`config.mk`:
```
export PLATFORM = sky130hd
export DESIGN_NAME = gas_sensor_calibration_fsm
export DESIGN_NICKNAME = d
export VERILOG_FILES = /design/src/hw/rtl/gscal_pkg.sv /design/src/hw/rtl/gscal_div.sv /design/src/hw/rtl/gas_sensor_calibration_fsm.sv
export SDC_FILE = /design/constraint.sdc
export NUM_CORES = 2
export LEC_CHECK = 0
export ABC_AREA = 1
export BUFFER_PORTS_ARGS = -buffer_cell sky130_fd_sc_hd__buf_2
export CORE_MARGIN = 3
export CORE_UTILIZATION = 50
export CTS_CLUSTER_SIZE = 40
export DETAILED_ROUTE_END_ITERATION = 12
export PLACE_DENSITY = 0.64
export SYNTH_ARGS = -nofsm -noshare
export SYNTH_HDL_FRONTEND = slang
export SYNTH_SLANG_ARGS = --single-unit
```
`constraint.sdc`:
```
create_clock -name i_clk -period 17.09 [get_ports i_clk]
set_input_delay 0.8545 -clock i_clk [delete_from_list [all_inputs] [get_ports i_clk]]
set_output_delay 0.8545 -clock i_clk [all_outputs]
set_load 0.01 [all_outputs]
```
`src/hw/rtl/gscal_pkg.sv`:
```
// ----------------------------------------------------------------------------
// gscal_pkg
// shared types, codes and constants of the gas sensor calibration block
// ----------------------------------------------------------------------------
package gscal_pkg;

    localparam int ADC_BITS_DEF = 10;
    localparam int ADC_PORT_W   = 10;
    localparam int CFG_IDX_W    = 3;
    localparam int CFG_DATA_W   = 16;
    localparam int DIV_NUM_W    = 48;
    localparam int DIV_DEN_W    = 32;
    localparam int DIV_CNT_W    = 6;
    localparam int SUM_W        = 40;
    localparam int CNT_W        = 9;
    localparam int MS_PER_S     = 1000;

    // register indexes of the configuration port
    localparam logic [CFG_IDX_W-1:0] CFG_THRESHOLD = 3'd0;
    localparam logic [CFG_IDX_W-1:0] CFG_PREHEAT   = 3'd1;
    localparam logic [CFG_IDX_W-1:0] CFG_INTERVAL  = 3'd2;
    localparam logic [CFG_IDX_W-1:0] CFG_COUNT     = 3'd3;
    localparam logic [CFG_IDX_W-1:0] CFG_LOAD_RES  = 3'd4;
    localparam logic [CFG_IDX_W-1:0] CFG_AIR_FACT  = 3'd5;

    // register reset values
    localparam logic [9:0]  RST_THRESHOLD = 10'd1000;
    localparam logic [11:0] RST_PREHEAT   = 12'd20;
    localparam logic [15:0] RST_INTERVAL  = 16'd50;
    localparam logic [7:0]  RST_COUNT     = 8'd5;
    localparam logic [15:0] RST_LOAD_RES  = 16'd200;
    localparam logic [15:0] RST_AIR_FACT  = 16'd15360;

    typedef enum logic [1:0] {
        MODE_NC      = 2'd0,
        MODE_PREHEAT = 2'd1,
        MODE_CAL     = 2'd2,
        MODE_READY   = 2'd3
    } t_mode;

    typedef enum logic [1:0] {
        OP_RS    = 2'd0,
        OP_AVG   = 2'd1,
        OP_RO    = 2'd2,
        OP_RATIO = 2'd3
    } t_div_op;

    typedef struct packed {
        logic                 start;
        logic [DIV_NUM_W-1:0] num;
        logic [DIV_DEN_W-1:0] den;
    } t_div_req;

    typedef struct packed {
        logic                 busy;
        logic                 done;
        logic [DIV_NUM_W-1:0] quo;
    } t_div_rsp;

    // clamp a wide quotient to 32 bits
    function automatic logic [31:0] sat32(input logic [DIV_NUM_W-1:0] v);
        logic [31:0] r;
        r = (|v[DIV_NUM_W-1:32]) ? 32'hFFFF_FFFF : v[31:0];
        return r;
    endfunction

endpackage

```
`src/hw/rtl/gscal_div.sv`:
```
// ----------------------------------------------------------------------------
// gscal_div
// restoring divider, one quotient bit per cycle
// ----------------------------------------------------------------------------
module gscal_div (
    input  logic                i_clk,
    input  logic                i_rst_n,
    input  gscal_pkg::t_div_req i_req,
    output gscal_pkg::t_div_rsp o_rsp
);

    localparam int NW = gscal_pkg::DIV_NUM_W;
    localparam int DW = gscal_pkg::DIV_DEN_W;
    localparam int CW = gscal_pkg::DIV_CNT_W;

    logic [DW:0]   r_rem;
    logic [NW-1:0] r_quo;
    logic [DW-1:0] r_den;
    logic [CW-1:0] r_cnt;
    logic          r_busy;
    logic          r_done;

    logic [DW:0]   rem_sh;
    logic          ge;

    always_comb begin
        rem_sh = {r_rem[DW-1:0], r_quo[NW-1]};
        ge     = rem_sh >= {1'b0, r_den};
    end

    always_ff @(posedge i_clk) begin
        if (!i_rst_n) begin
            r_busy <= 1'b0;
            r_done <= 1'b0;
            r_cnt  <= '0;
        end else begin
            r_done <= 1'b0;
            if (i_req.start) begin
                r_busy <= 1'b1;
                r_cnt  <= CW'(NW - 1);
            end else if (r_busy) begin
                r_cnt <= r_cnt - 1'b1;
                if (r_cnt == '0) begin
                    r_busy <= 1'b0;
                    r_done <= 1'b1;
                end
            end
        end
    end

    always_ff @(posedge i_clk) begin
        if (i_req.start) begin
            r_rem <= '0;
            r_quo <= i_req.num;
            r_den <= i_req.den;
        end else if (r_busy) begin
            r_rem <= ge ? (rem_sh - {1'b0, r_den}) : rem_sh;
            r_quo <= {r_quo[NW-2:0], ge};
        end
    end

    assign o_rsp.busy = r_busy;
    assign o_rsp.done = r_done;
    assign o_rsp.quo  = r_quo;

endmodule

```
`src/hw/rtl/gas_sensor_calibration_fsm.sv`:
```
// ----------------------------------------------------------------------------
// gas_sensor_calibration_fsm
// preheat, calibration and ratio tracking for a resistive gas sensor
// ----------------------------------------------------------------------------
//  channel  direction  handshake               payload
//  in       sink       i_in_valid / o_in_stall i_adc_sample, i_now_ms
//  out      source     o_out_valid/ i_out_stall status, average flag, rs, ro, ratio
//  cfg      sink       i_cfg_valid/ o_cfg_ready i_cfg_index, i_cfg_data
//
//  one beat at a time: a resistance sample adds a multiply, a divider pass and
//  a count check, and every further pass through the shared 48-bit divider
//  (average, ro, ratio) adds another; the serial divider sets the beat length
//  synchronous active-low reset, no clearing pass; configuration and sequencer registers go to defaults
//  o_in_stall is high from acceptance until the result is loaded into the
//  output register; a stalled output holds the sequencer in its last state
// ----------------------------------------------------------------------------
module gas_sensor_calibration_fsm #(
    parameter int ADC_BITS = gscal_pkg::ADC_BITS_DEF
) (
    input  logic                                i_clk,
    input  logic                                i_rst_n,
    // input beats
    input  logic                                i_in_valid,
    output logic                                o_in_stall,
    input  logic [gscal_pkg::ADC_PORT_W-1:0]    i_adc_sample,
    input  logic [31:0]                         i_now_ms,
    // result beats
    output logic                                o_out_valid,
    input  logic                                i_out_stall,
    output logic [1:0]                          o_sensor_status,
    output logic                                o_average_done,
    output logic [31:0]                         o_rs_value,
    output logic [31:0]                         o_ro_value,
    output logic                                o_ratio_valid,
    output logic [31:0]                         o_res_ratio,
    // register writes
    input  logic                                i_cfg_valid,
    output logic                                o_cfg_ready,
    input  logic [gscal_pkg::CFG_IDX_W-1:0]     i_cfg_index,
    input  logic [gscal_pkg::CFG_DATA_W-1:0]    i_cfg_data
);

    localparam int AW = ADC_BITS;
    localparam int PW = 16 + AW;                    // load resistor times headroom
    localparam logic [AW-1:0] FS = {AW{1'b1}};      // full scale reading

    typedef enum logic [6:0] {
        S_IDLE   = 7'b0000001,
        S_DECIDE = 7'b0000010,
        S_MUL    = 7'b0000100,
        S_DIV    = 7'b0001000,
        S_CHK    = 7'b0010000,
        S_RATIO  = 7'b0100000,
        S_OUT    = 7'b1000000
    } t_state;

    // configuration registers
    logic [9:0]  r_thr;
    logic [11:0] r_pre_s;
    logic [15:0] r_intv;
    logic [7:0]  r_count;
    logic [15:0] r_rl;
    logic [15:0] r_fac;

    // sequencer and algorithm state
    t_state                       r_state;
    gscal_pkg::t_mode             r_mode;
    gscal_pkg::t_div_op           r_op;
    logic [31:0]                  r_mark;
    logic [AW-1:0]                r_prev;
    logic [gscal_pkg::SUM_W-1:0]  r_sum;
    logic [gscal_pkg::CNT_W-1:0]  r_taken;
    logic [31:0]                  r_ro;
    logic [31:0]                  r_rs;
    logic                         r_rs_ok;

    // per-beat working registers
    logic [AW-1:0]  r_adc;
    logic [31:0]    r_now;
    logic           r_avg_done;
    logic           r_rv;
    logic [31:0]    r_ratio;
    logic           r_start;
    logic [gscal_pkg::DIV_NUM_W-1:0] r_num;
    logic [gscal_pkg::DIV_DEN_W-1:0] r_den;

    // output register
    logic        r_out_valid;
    logic [1:0]  r_o_status;
    logic        r_o_done;
    logic [31:0] r_o_rs;
    logic [31:0] r_o_ro;
    logic        r_o_rv;
    logic [31:0] r_o_ratio;

    gscal_pkg::t_div_req div_req;
    gscal_pkg::t_div_rsp div_rsp;

    logic [15:0] adc_wide;
    logic [AW-1:0] adc_in;
    logic        in_take;
    logic [31:0] elapsed;
    logic [31:0] pre_ms;
    logic [AW-1:0] diff;
    logic [7:0]  div_cnt;
    logic [15:0] fac_eff;
    logic [31:0] quo_sat;

    assign adc_wide = 16'(i_adc_sample);
    assign adc_in   = adc_wide[AW-1:0];
    assign in_take  = i_in_valid && !o_in_stall;
    assign elapsed  = r_now - r_mark;
    assign pre_ms   = 32'(r_pre_s * 10'(gscal_pkg::MS_PER_S));
    assign diff     = (r_adc > r_prev) ? (r_adc - r_prev) : (r_prev - r_adc);
    assign div_cnt  = (r_count == '0) ? 8'd1 : r_count;
    assign fac_eff  = (r_fac == '0) ? 16'd1 : r_fac;
    assign quo_sat  = gscal_pkg::sat32(div_rsp.quo);

    assign div_req.start = r_start;
    assign div_req.num   = r_num;
    assign div_req.den   = r_den;

    gscal_div u_div (
        .i_clk   (i_clk),
        .i_rst_n (i_rst_n),
        .i_req   (div_req),
        .o_rsp   (div_rsp)
    );

    // register writes are always taken
    assign o_cfg_ready = 1'b1;

    always_ff @(posedge i_clk) begin
        if (!i_rst_n) begin
            r_thr   <= gscal_pkg::RST_THRESHOLD;
            r_pre_s <= gscal_pkg::RST_PREHEAT;
            r_intv  <= gscal_pkg::RST_INTERVAL;
            r_count <= gscal_pkg::RST_COUNT;
            r_rl    <= gscal_pkg::RST_LOAD_RES;
            r_fac   <= gscal_pkg::RST_AIR_FACT;
        end else if (i_cfg_valid) begin
            case (i_cfg_index)
                gscal_pkg::CFG_THRESHOLD: r_thr   <= i_cfg_data[9:0];
                gscal_pkg::CFG_PREHEAT:   r_pre_s <= i_cfg_data[11:0];
                gscal_pkg::CFG_INTERVAL:  r_intv  <= i_cfg_data;
                gscal_pkg::CFG_COUNT:     r_count <= i_cfg_data[7:0];
                gscal_pkg::CFG_LOAD_RES:  r_rl    <= i_cfg_data;
                gscal_pkg::CFG_AIR_FACT:  r_fac   <= i_cfg_data;
                default: ;
            endcase
        end
    end

    // sequencer
    always_ff @(posedge i_clk) begin
        if (!i_rst_n) begin
            r_state     <= S_IDLE;
            r_mode      <= gscal_pkg::MODE_NC;
            r_op        <= gscal_pkg::OP_RS;
            r_mark      <= '0;
            r_prev      <= '0;
            r_sum       <= '0;
            r_taken     <= '0;
            r_ro        <= '0;
            r_rs        <= '0;
            r_rs_ok     <= 1'b0;
            r_start     <= 1'b0;
            r_out_valid <= 1'b0;
        end else begin
            r_start <= 1'b0;
            // output register fills from the sequencer or empties on a taken beat
            if ((r_state == S_OUT) && (!r_out_valid || !i_out_stall)) begin
                r_out_valid <= 1'b1;
            end else if (!i_out_stall) begin
                r_out_valid <= 1'b0;
            end
            case (r_state)
                S_IDLE: begin
                    if (in_take) begin
                        r_adc      <= adc_in;
                        r_now      <= i_now_ms;
                        r_avg_done <= 1'b0;
                        r_state    <= S_DECIDE;
                    end
                end
                S_DECIDE: begin
                    r_state <= S_RATIO;
                    if (16'(r_adc) >= 16'(r_thr)) begin
                        r_mode <= gscal_pkg::MODE_NC;
                    end else begin
                        case (r_mode)
                            gscal_pkg::MODE_NC: begin
                                r_mode <= gscal_pkg::MODE_PREHEAT;
                                r_mark <= r_now;
                                r_prev <= r_adc;
                            end
                            gscal_pkg::MODE_PREHEAT: begin
                                if (diff > AW'(1)) begin
                                    r_mark <= r_now;
                                    r_prev <= r_adc;
                                end else if (elapsed >= pre_ms) begin
                                    r_mode  <= gscal_pkg::MODE_CAL;
                                    r_sum   <= '0;
                                    r_taken <= '0;
                                    r_mark  <= r_now;
                                end
                            end
                            default: begin
                                // calibration and ready both sample
                                if (elapsed >= 32'(r_intv)) begin
                                    r_mark  <= r_now;
                                    r_state <= S_MUL;
                                end
                            end
                        endcase
                    end
                end
                S_MUL: begin
                    r_state <= S_DIV;
                    r_op    <= gscal_pkg::OP_RS;
                    r_start <= 1'b1;
                    r_num   <= gscal_pkg::DIV_NUM_W'(
                                   {PW'(r_rl * (FS - r_adc)), 16'h0000});
                    r_den   <= gscal_pkg::DIV_DEN_W'(r_adc);
                end
                S_DIV: begin
                    if (div_rsp.done) begin
                        case (r_op)
                            gscal_pkg::OP_RS: begin
                                r_sum   <= r_sum + gscal_pkg::SUM_W'(quo_sat);
                                r_taken <= r_taken + 1'b1;
                                r_state <= S_CHK;
                            end
                            gscal_pkg::OP_AVG: begin
                                r_sum      <= '0;
                                r_taken    <= '0;
                                r_avg_done <= 1'b1;
                                if (r_mode == gscal_pkg::MODE_CAL) begin
                                    r_op    <= gscal_pkg::OP_RO;
                                    r_start <= 1'b1;
                                    r_num   <= gscal_pkg::DIV_NUM_W'({quo_sat, 8'h00});
                                    r_den   <= gscal_pkg::DIV_DEN_W'(fac_eff);
                                end else begin
                                    r_rs    <= quo_sat;
                                    r_rs_ok <= 1'b1;
                                    r_state <= S_RATIO;
                                end
                            end
                            gscal_pkg::OP_RO: begin
                                r_ro    <= quo_sat;
                                r_mode  <= gscal_pkg::MODE_READY;
                                r_state <= S_RATIO;
                            end
                            default: begin
                                r_ratio <= quo_sat;
                                r_state <= S_OUT;
                            end
                        endcase
                    end
                end
                S_CHK: begin
                    if (r_taken > gscal_pkg::CNT_W'(div_cnt)) begin
                        r_op    <= gscal_pkg::OP_AVG;
                        r_start <= 1'b1;
                        r_num   <= gscal_pkg::DIV_NUM_W'(r_sum);
                        r_den   <= gscal_pkg::DIV_DEN_W'(div_cnt);
                        r_state <= S_DIV;
                    end else begin
                        r_state <= S_RATIO;
                    end
                end
                S_RATIO: begin
                    // a zero reference divides to all ones
                    r_rv    <= (r_mode == gscal_pkg::MODE_READY) && r_rs_ok;
                    r_ratio <= '0;
                    if ((r_mode == gscal_pkg::MODE_READY) && r_rs_ok) begin
                        r_op    <= gscal_pkg::OP_RATIO;
                        r_start <= 1'b1;
                        r_num   <= gscal_pkg::DIV_NUM_W'({r_rs, 16'h0000});
                        r_den   <= r_ro;
                        r_state <= S_DIV;
                    end else begin
                        r_state <= S_OUT;
                    end
                end
                S_OUT: begin
                    if (!r_out_valid || !i_out_stall) begin
                        r_state <= S_IDLE;
                    end
                end
                default: r_state <= S_IDLE;
            endcase
        end
    end

    // result payload, loaded as the beat leaves the sequencer
    always_ff @(posedge i_clk) begin
        if ((r_state == S_OUT) && (!r_out_valid || !i_out_stall)) begin
            r_o_status <= r_mode;
            r_o_done   <= r_avg_done;
            r_o_rs     <= r_rs;
            r_o_ro     <= r_ro;
            r_o_rv     <= r_rv;
            r_o_ratio  <= r_ratio;
        end
    end

    assign o_in_stall      = (r_state != S_IDLE);
    assign o_out_valid     = r_out_valid;
    assign o_sensor_status = r_o_status;
    assign o_average_done  = r_o_done;
    assign o_rs_value      = r_o_rs;
    assign o_ro_value      = r_o_ro;
    assign o_ratio_valid   = r_o_rv;
    assign o_res_ratio     = r_o_ratio;

endmodule
```
Yosys cells after proc, flatten, opt, wreduce, memory -nomap -nowiden:

Index checks and enable logic that the tools add are counted.

* register bits after elaboration: 623
* bits in latches: 0
* RAM bits: 0
* ROM bits: 0
* input bits: 66
* output and inout bits: 103
* logic and storage cells: 226
* memories kept: 0

* add/subtract/negate cells: 8
* multipliers: 2
* div/mod/pow operators: 0
* $lt $le $gt $ge: 7
* eq/ne operators: 39
* shift-type cells: 0
* multiplexer cells: 84
* bitwise gates (word level): 4
* reduce and logical (&&, ||, !) cells: 44

Operators with widths (count)
* $mux 32: 12
* $mux 48: 7
* $mux 40: 5
* $pmux 48 s4: 1
* $pmux 40 s2: 2
* $pmux 32 s2: 2
* $pmux 32 s4: 1
* $sub 32x32->32: 2
* $pmux 7 s7: 1
* $mux 9: 5
* $add 40x32->40: 1
* $mux 6: 6
* $pmux 9 s2: 2
* $mux 7: 5
* $ge 33x32->1: 1
* $ge 32x16->1: 1
* $ge 32x22->1: 1
* $mul 17x11->26: 1
* $ne 2x2->1 const B: 12
* $pmux 7 s3: 1
* $mux 10: 2
* $mux 2: 10
* $pmux 10 s2: 1
* $reduce_and 4->1: 5
* other kinds (53): 101

Depth between registers and ports, before layout:

* depth in word-level cells: 7
* mapped depth: 32

By module:

Synthesis repeated with hierarchy kept, for this count alone.

* cells, all modules: 5335
* area, all modules: 41061.9 sq um

Modules (own cells, without submodules)
* gas_sensor_calibration_fsm: instances 1, cells an instance 4253, area each 33525.9 sq um, sequential area each 12632.1 sq um
* gscal_div: instances 1, cells an instance 1082, area each 7536.0 sq um, sequential area each 3203.1 sq um

Worst setup path before layout:

No wires, ideal clock.

* kind: register -> register
* from: register r_state[3]
* to: register r_o_done, in the netlist o_average_done (enable)
* library setup time: 592 ps
* arrival time: 5740 ps
* slack: 10758 ps
* cell stages (with the launch flop): 8
* path buffers: 0
* clock period less this slack: 6332 ps
* path through: dfxtp_1 -> nor2_1 -> inv_1 -> nor2_1 -> nand2_1 -> nor3_1 -> inv_1 -> a21oi_1

* cells in the longest elaborated chain, start to end: 2

RTL lines
* from (decl): line gas_sensor_calibration_fsm.sv:66 `t_state r_state;`
* from (signal assigned): line gas_sensor_calibration_fsm.sv:157 `r_state <= S_IDLE;`
* from (signal assigned): line gas_sensor_calibration_fsm.sv:183 `r_state <= S_DECIDE;`
* from (signal assigned): line gas_sensor_calibration_fsm.sv:187 `r_state <= S_RATIO;`
* $eq 7x7->1: line gas_sensor_calibration_fsm.sv:298 `if ((r_state == S_OUT) && (!r_out_valid || !i_out_stall)) begin`
* $logic_and 1x1->1: line gas_sensor_calibration_fsm.sv:298
* to (signal assigned): line gas_sensor_calibration_fsm.sv:300 `r_o_done <= r_avg_done;`
* to (decl): line gas_sensor_calibration_fsm.sv:90 `logic r_o_done;`

No other way between the ends.
A chain may end at the register's enable or synchronous reset.

Worst setup path in the final report:

* from: register r_pre_s[2]
* to: register r_mark[25]

* cells in the longest elaborated chain, start to end: 4

RTL lines
* from (decl): line gas_sensor_calibration_fsm.sv:59 `logic [11:0] r_pre_s;`
* from (signal assigned): line gas_sensor_calibration_fsm.sv:136 `r_pre_s <= gscal_pkg::RST_PREHEAT;`
* from (signal assigned): line gas_sensor_calibration_fsm.sv:144 `gscal_pkg::CFG_PREHEAT: r_pre_s <= i_cfg_data[11:0];`
* $mul 12x7->19: line gas_sensor_calibration_fsm.sv:113 `assign pre_ms = 32'(r_pre_s * 10'(gscal_pkg::MS_PER_S));`
* $ge 32x22->1: line gas_sensor_calibration_fsm.sv:201 `end else if (elapsed >= pre_ms) begin`
* $ne 3x3->1 (no line)
* $reduce_and 4->1 (no line)
* to (signal assigned): line gas_sensor_calibration_fsm.sv:199 `r_mark <= r_now;`
* to (signal assigned): line gas_sensor_calibration_fsm.sv:205 `r_mark <= r_now;`
* to (signal assigned): line gas_sensor_calibration_fsm.sv:211 `r_mark <= r_now;`
* to (decl): line gas_sensor_calibration_fsm.sv:69 `logic [31:0] r_mark;`

No other way between the ends.

==> results.md <==
* Status: finished clean
* Max rail drop VDD at 86.41 uV
* Cells after synthesis at 5012
* CTS resizes at 0
* Die width at 288.5 um
* Slew HR at 0.2386
* CTS Sinks at approximately 620
* Post-Synth XOR/XNOR Area at 0.01888
* Die Ht at 288.5 um
* Mapped Avg Cell Area at 7.959 um^2
* DRT iter0 DRCs at 2564
* Reg clk slew, reported paths at around 60 ps
* Placer Congestion at 0.9262
* Placed instance count at 6092
* HP Class: in -> reg
* Mapped cell area at 0.03989 mm^2
* Via density per instance at 5.265
* WL per Instance at 17.78 um
* HPWL Detailed at 82960 um
* Via count at 32776
* CTS root buffer: clkbuf_16
* Utilization after layout at 0.5632
* Synth top area cells: edfxtp_1 25%, dfxtp_1 14%, nand2_1 11%
* Final worst-path cycle share at 0.4014
* Yosys warning total at 0
* Share of layout cells above drive strength 1 at 0.06713
* Synth unique cells at 54
* DRT Pass-1 Iters at 6
* PwrDens at ~110 mW/mm^2
* Cell mode on critical path: nand2_1
* Antenna violations before repair at 4
* Crit path time final at 6860 ps
* CP max FO at between 60 and 70
* CTS tree: done
* Final TNS setup at 0 ps
* Setup Viol. Count Final at 0
* Critical path's slowest cell: nand4_4
* Type of destination of the critical path: flop
* Post-Synth Simple-Gate Area at 0.2019
* Routed WL at 110700 um
* Slew Viols, Final at 0
* Leak pwr at 20.56 nW
* Total global routing overflow at 0
* Highest clock rate at 0.1458 GHz
* DRC errors left at 0
* Unrepaired setup endpoints after global routing: no
* Commonest non-fill, non-tap cell in the layout: nand2_1
* Largest net degree at the start of global routing at 99
* Max-Cap Viols at 0
* Main combinational cell family by area after synthesis: simple AND/OR/NAND/NOR gates
* Net Count, Synth at 5524
* # rows at roughly 100
* Sequential area share after synthesis at 0.3970
* Post-synthesis mux area share at 0
* Crit path max-delay family: adder cells
* Biggest area consumer among synthesized cells: edfxtp_1
* Synth async-reset ratio at 0
* Worst setup SP type: flop
* Commonest cells after routing, fill and taps aside: 1144 x nand2_1, 878 x inv_1, 582 x nor2_1
* Core Box Area at 0.07823 mm^2
* Post-Layout Inst Area at 0.04406 mm^2
* Num CTS Buffers at 71
* WP data arrival at 7370 ps
* Type of the worst setup path: reg -> reg
* H-tree depth at 3
* Starting Density at 0.5099
* Worst Tran Pin Value at 1142 ps
* Clk Latency, worst-skew pair at approximately 630 ps
* Port-buffer cells at 167
* EDFF count, synth at 336
* CTS Buffer Depth at 3
* Max stage delay on crit path at approximately 740 ps
* Main synth FF type: edfxtp_1
* # IOs at 169
* Synth Area in Adders at 0.1689
* Non-Filler Instances at 6225
* Register bit total from synthesis at roughly 620
* Dpl cell area at 0.04165 mm^2
* First-pass GRT wire length at 173800 um
* Compound-Gate Fraction of Synth Area at 0.1129
* Nets at 5637
* Die area at between 0.08 and 0.09 mm^2
* Synth top area share at 0.2529
* Syn-to-layout area delta at 10.45%
* Post-CTS Setup Bufs at 0
* Critical Path RT at 17600 ps
* Total global-route track usage at 0.2660
* Number of global-route vias before repair at roughly 31000
* Hold Buf Count CTS at 0
* CP bufs+invs at 3
* Hold Fails Final Rpt at 0
* Max Clock Skew at 54.98 ps
* Routed Antenna Nets at 0
[worst paths after layout]
check                          start                       to  slack (ps)  cells after the start
max          r_pre_s[2]$_SDFFE_PN1P_  r_mark[25]$_SDFFE_PN0P_       10230                     26
max reg2reg  r_pre_s[2]$_SDFFE_PN1P_  r_mark[25]$_SDFFE_PN0P_       10230                     26
min reg2reg     r_ro[8]$_SDFFE_PN0P_  o_ro_value[8]$_DFFE_PP_         400                      0
min                  i_adc_sample[1]       r_adc[1]$_DFFE_PP_         400                      1
[metal layers]
layer	part of all wire	vias up	global-route usage
li1	-	16295	-
met1	0.45	15340	0.3672
met2	0.45	967	0.4364
met3	0.063	170	0.03796
met4	0.028	4	0.07789
met5	0.00024	-	0
[state kept, by name, indices dropped and copies added (netlist names), 32 cells and up]
register	count
r_den	32
o_ro_value	32
o_res_ratio	32
u_div.r_rem	32
u_div.r_den	32
r_num	48
r_ratio	32
r_now	32
r_rs	32
o_rs_value	32
u_div.r_quo	48
r_sum	40
r_ro	32
r_mark	32
[cell type report]
type | count | area, um^2
fillers | 7371 | 34180
well taps | 1040 | 1301
inverters | 898 | 3371
diodes | 1 | 2.502
multi-input cells | 3341 | 20120
clock buffers | 91 | 1903
repair buffers | 190 | 1015
flip-flops and latches | 623 | 15840
clock inverters | 41 | 503.0
[logic make-up after synthesis]
logic type	count (synthesis)
xor gates and xnor gates	86
DFF	623
other	1
AOI/OAI and AO/OA	798
buffers and inverters	1048
adders and majority gates	446
and+or+nand+nor	2010
[cell usage after synthesis, types with 3 or more instances]
cell type / count
or2_2: 7
a21o_1: 17
ha_1: 292
a221o_1: 4
nor2_1: 586
buf_2: 29
xor2_1: 62
a21oi_1: 340
nor2_2: 3
nand2_1: 1144
buf_6: 4
a211oi_1: 39
xnor2_1: 24
nor4_1: 23
o21a_1: 11
edfxtp_1: 336
o31ai_1: 3
o221ai_1: 3
nor3_1: 27
o21ai_0: 240
nand2_2: 6
dfxtp_1: 287
o22ai_1: 33
o21bai_1: 16
a31oi_1: 22
nand3_1: 168
a21boi_0: 5
nand3_2: 3
inv_2: 8
o2111ai_1: 7
a221oi_1: 4
and3_1: 5
clkinv_1: 10
o211ai_1: 45
a22oi_1: 3
buf_1: 11
nand4_1: 24
nand3b_1: 7
inv_1: 880
clkbuf_1: 104
fa_1: 154
[metrics by stage]
stage	power [mW]	hold WS (ps)	setup slack [ps]
finish	4.698	401.3	10230
global route	5.000	379.9	9650
CTS	4.722	363.8	10250
detailed placement	3.145	404.5	10270
global placement	3.129	400.8	10510
floorplan	2.777	400.3	10760
[report_power, final]
part	internal (mW)	switching [mW]	total, mW	leakage [nW]
Combinational	0.506	0.939	1.44	14.1
Sequential	1.64	0.0459	1.68	5.31
Clock	0.913	0.656	1.57	1.17
No activity file was read; power rests on OpenSTA's default activity.
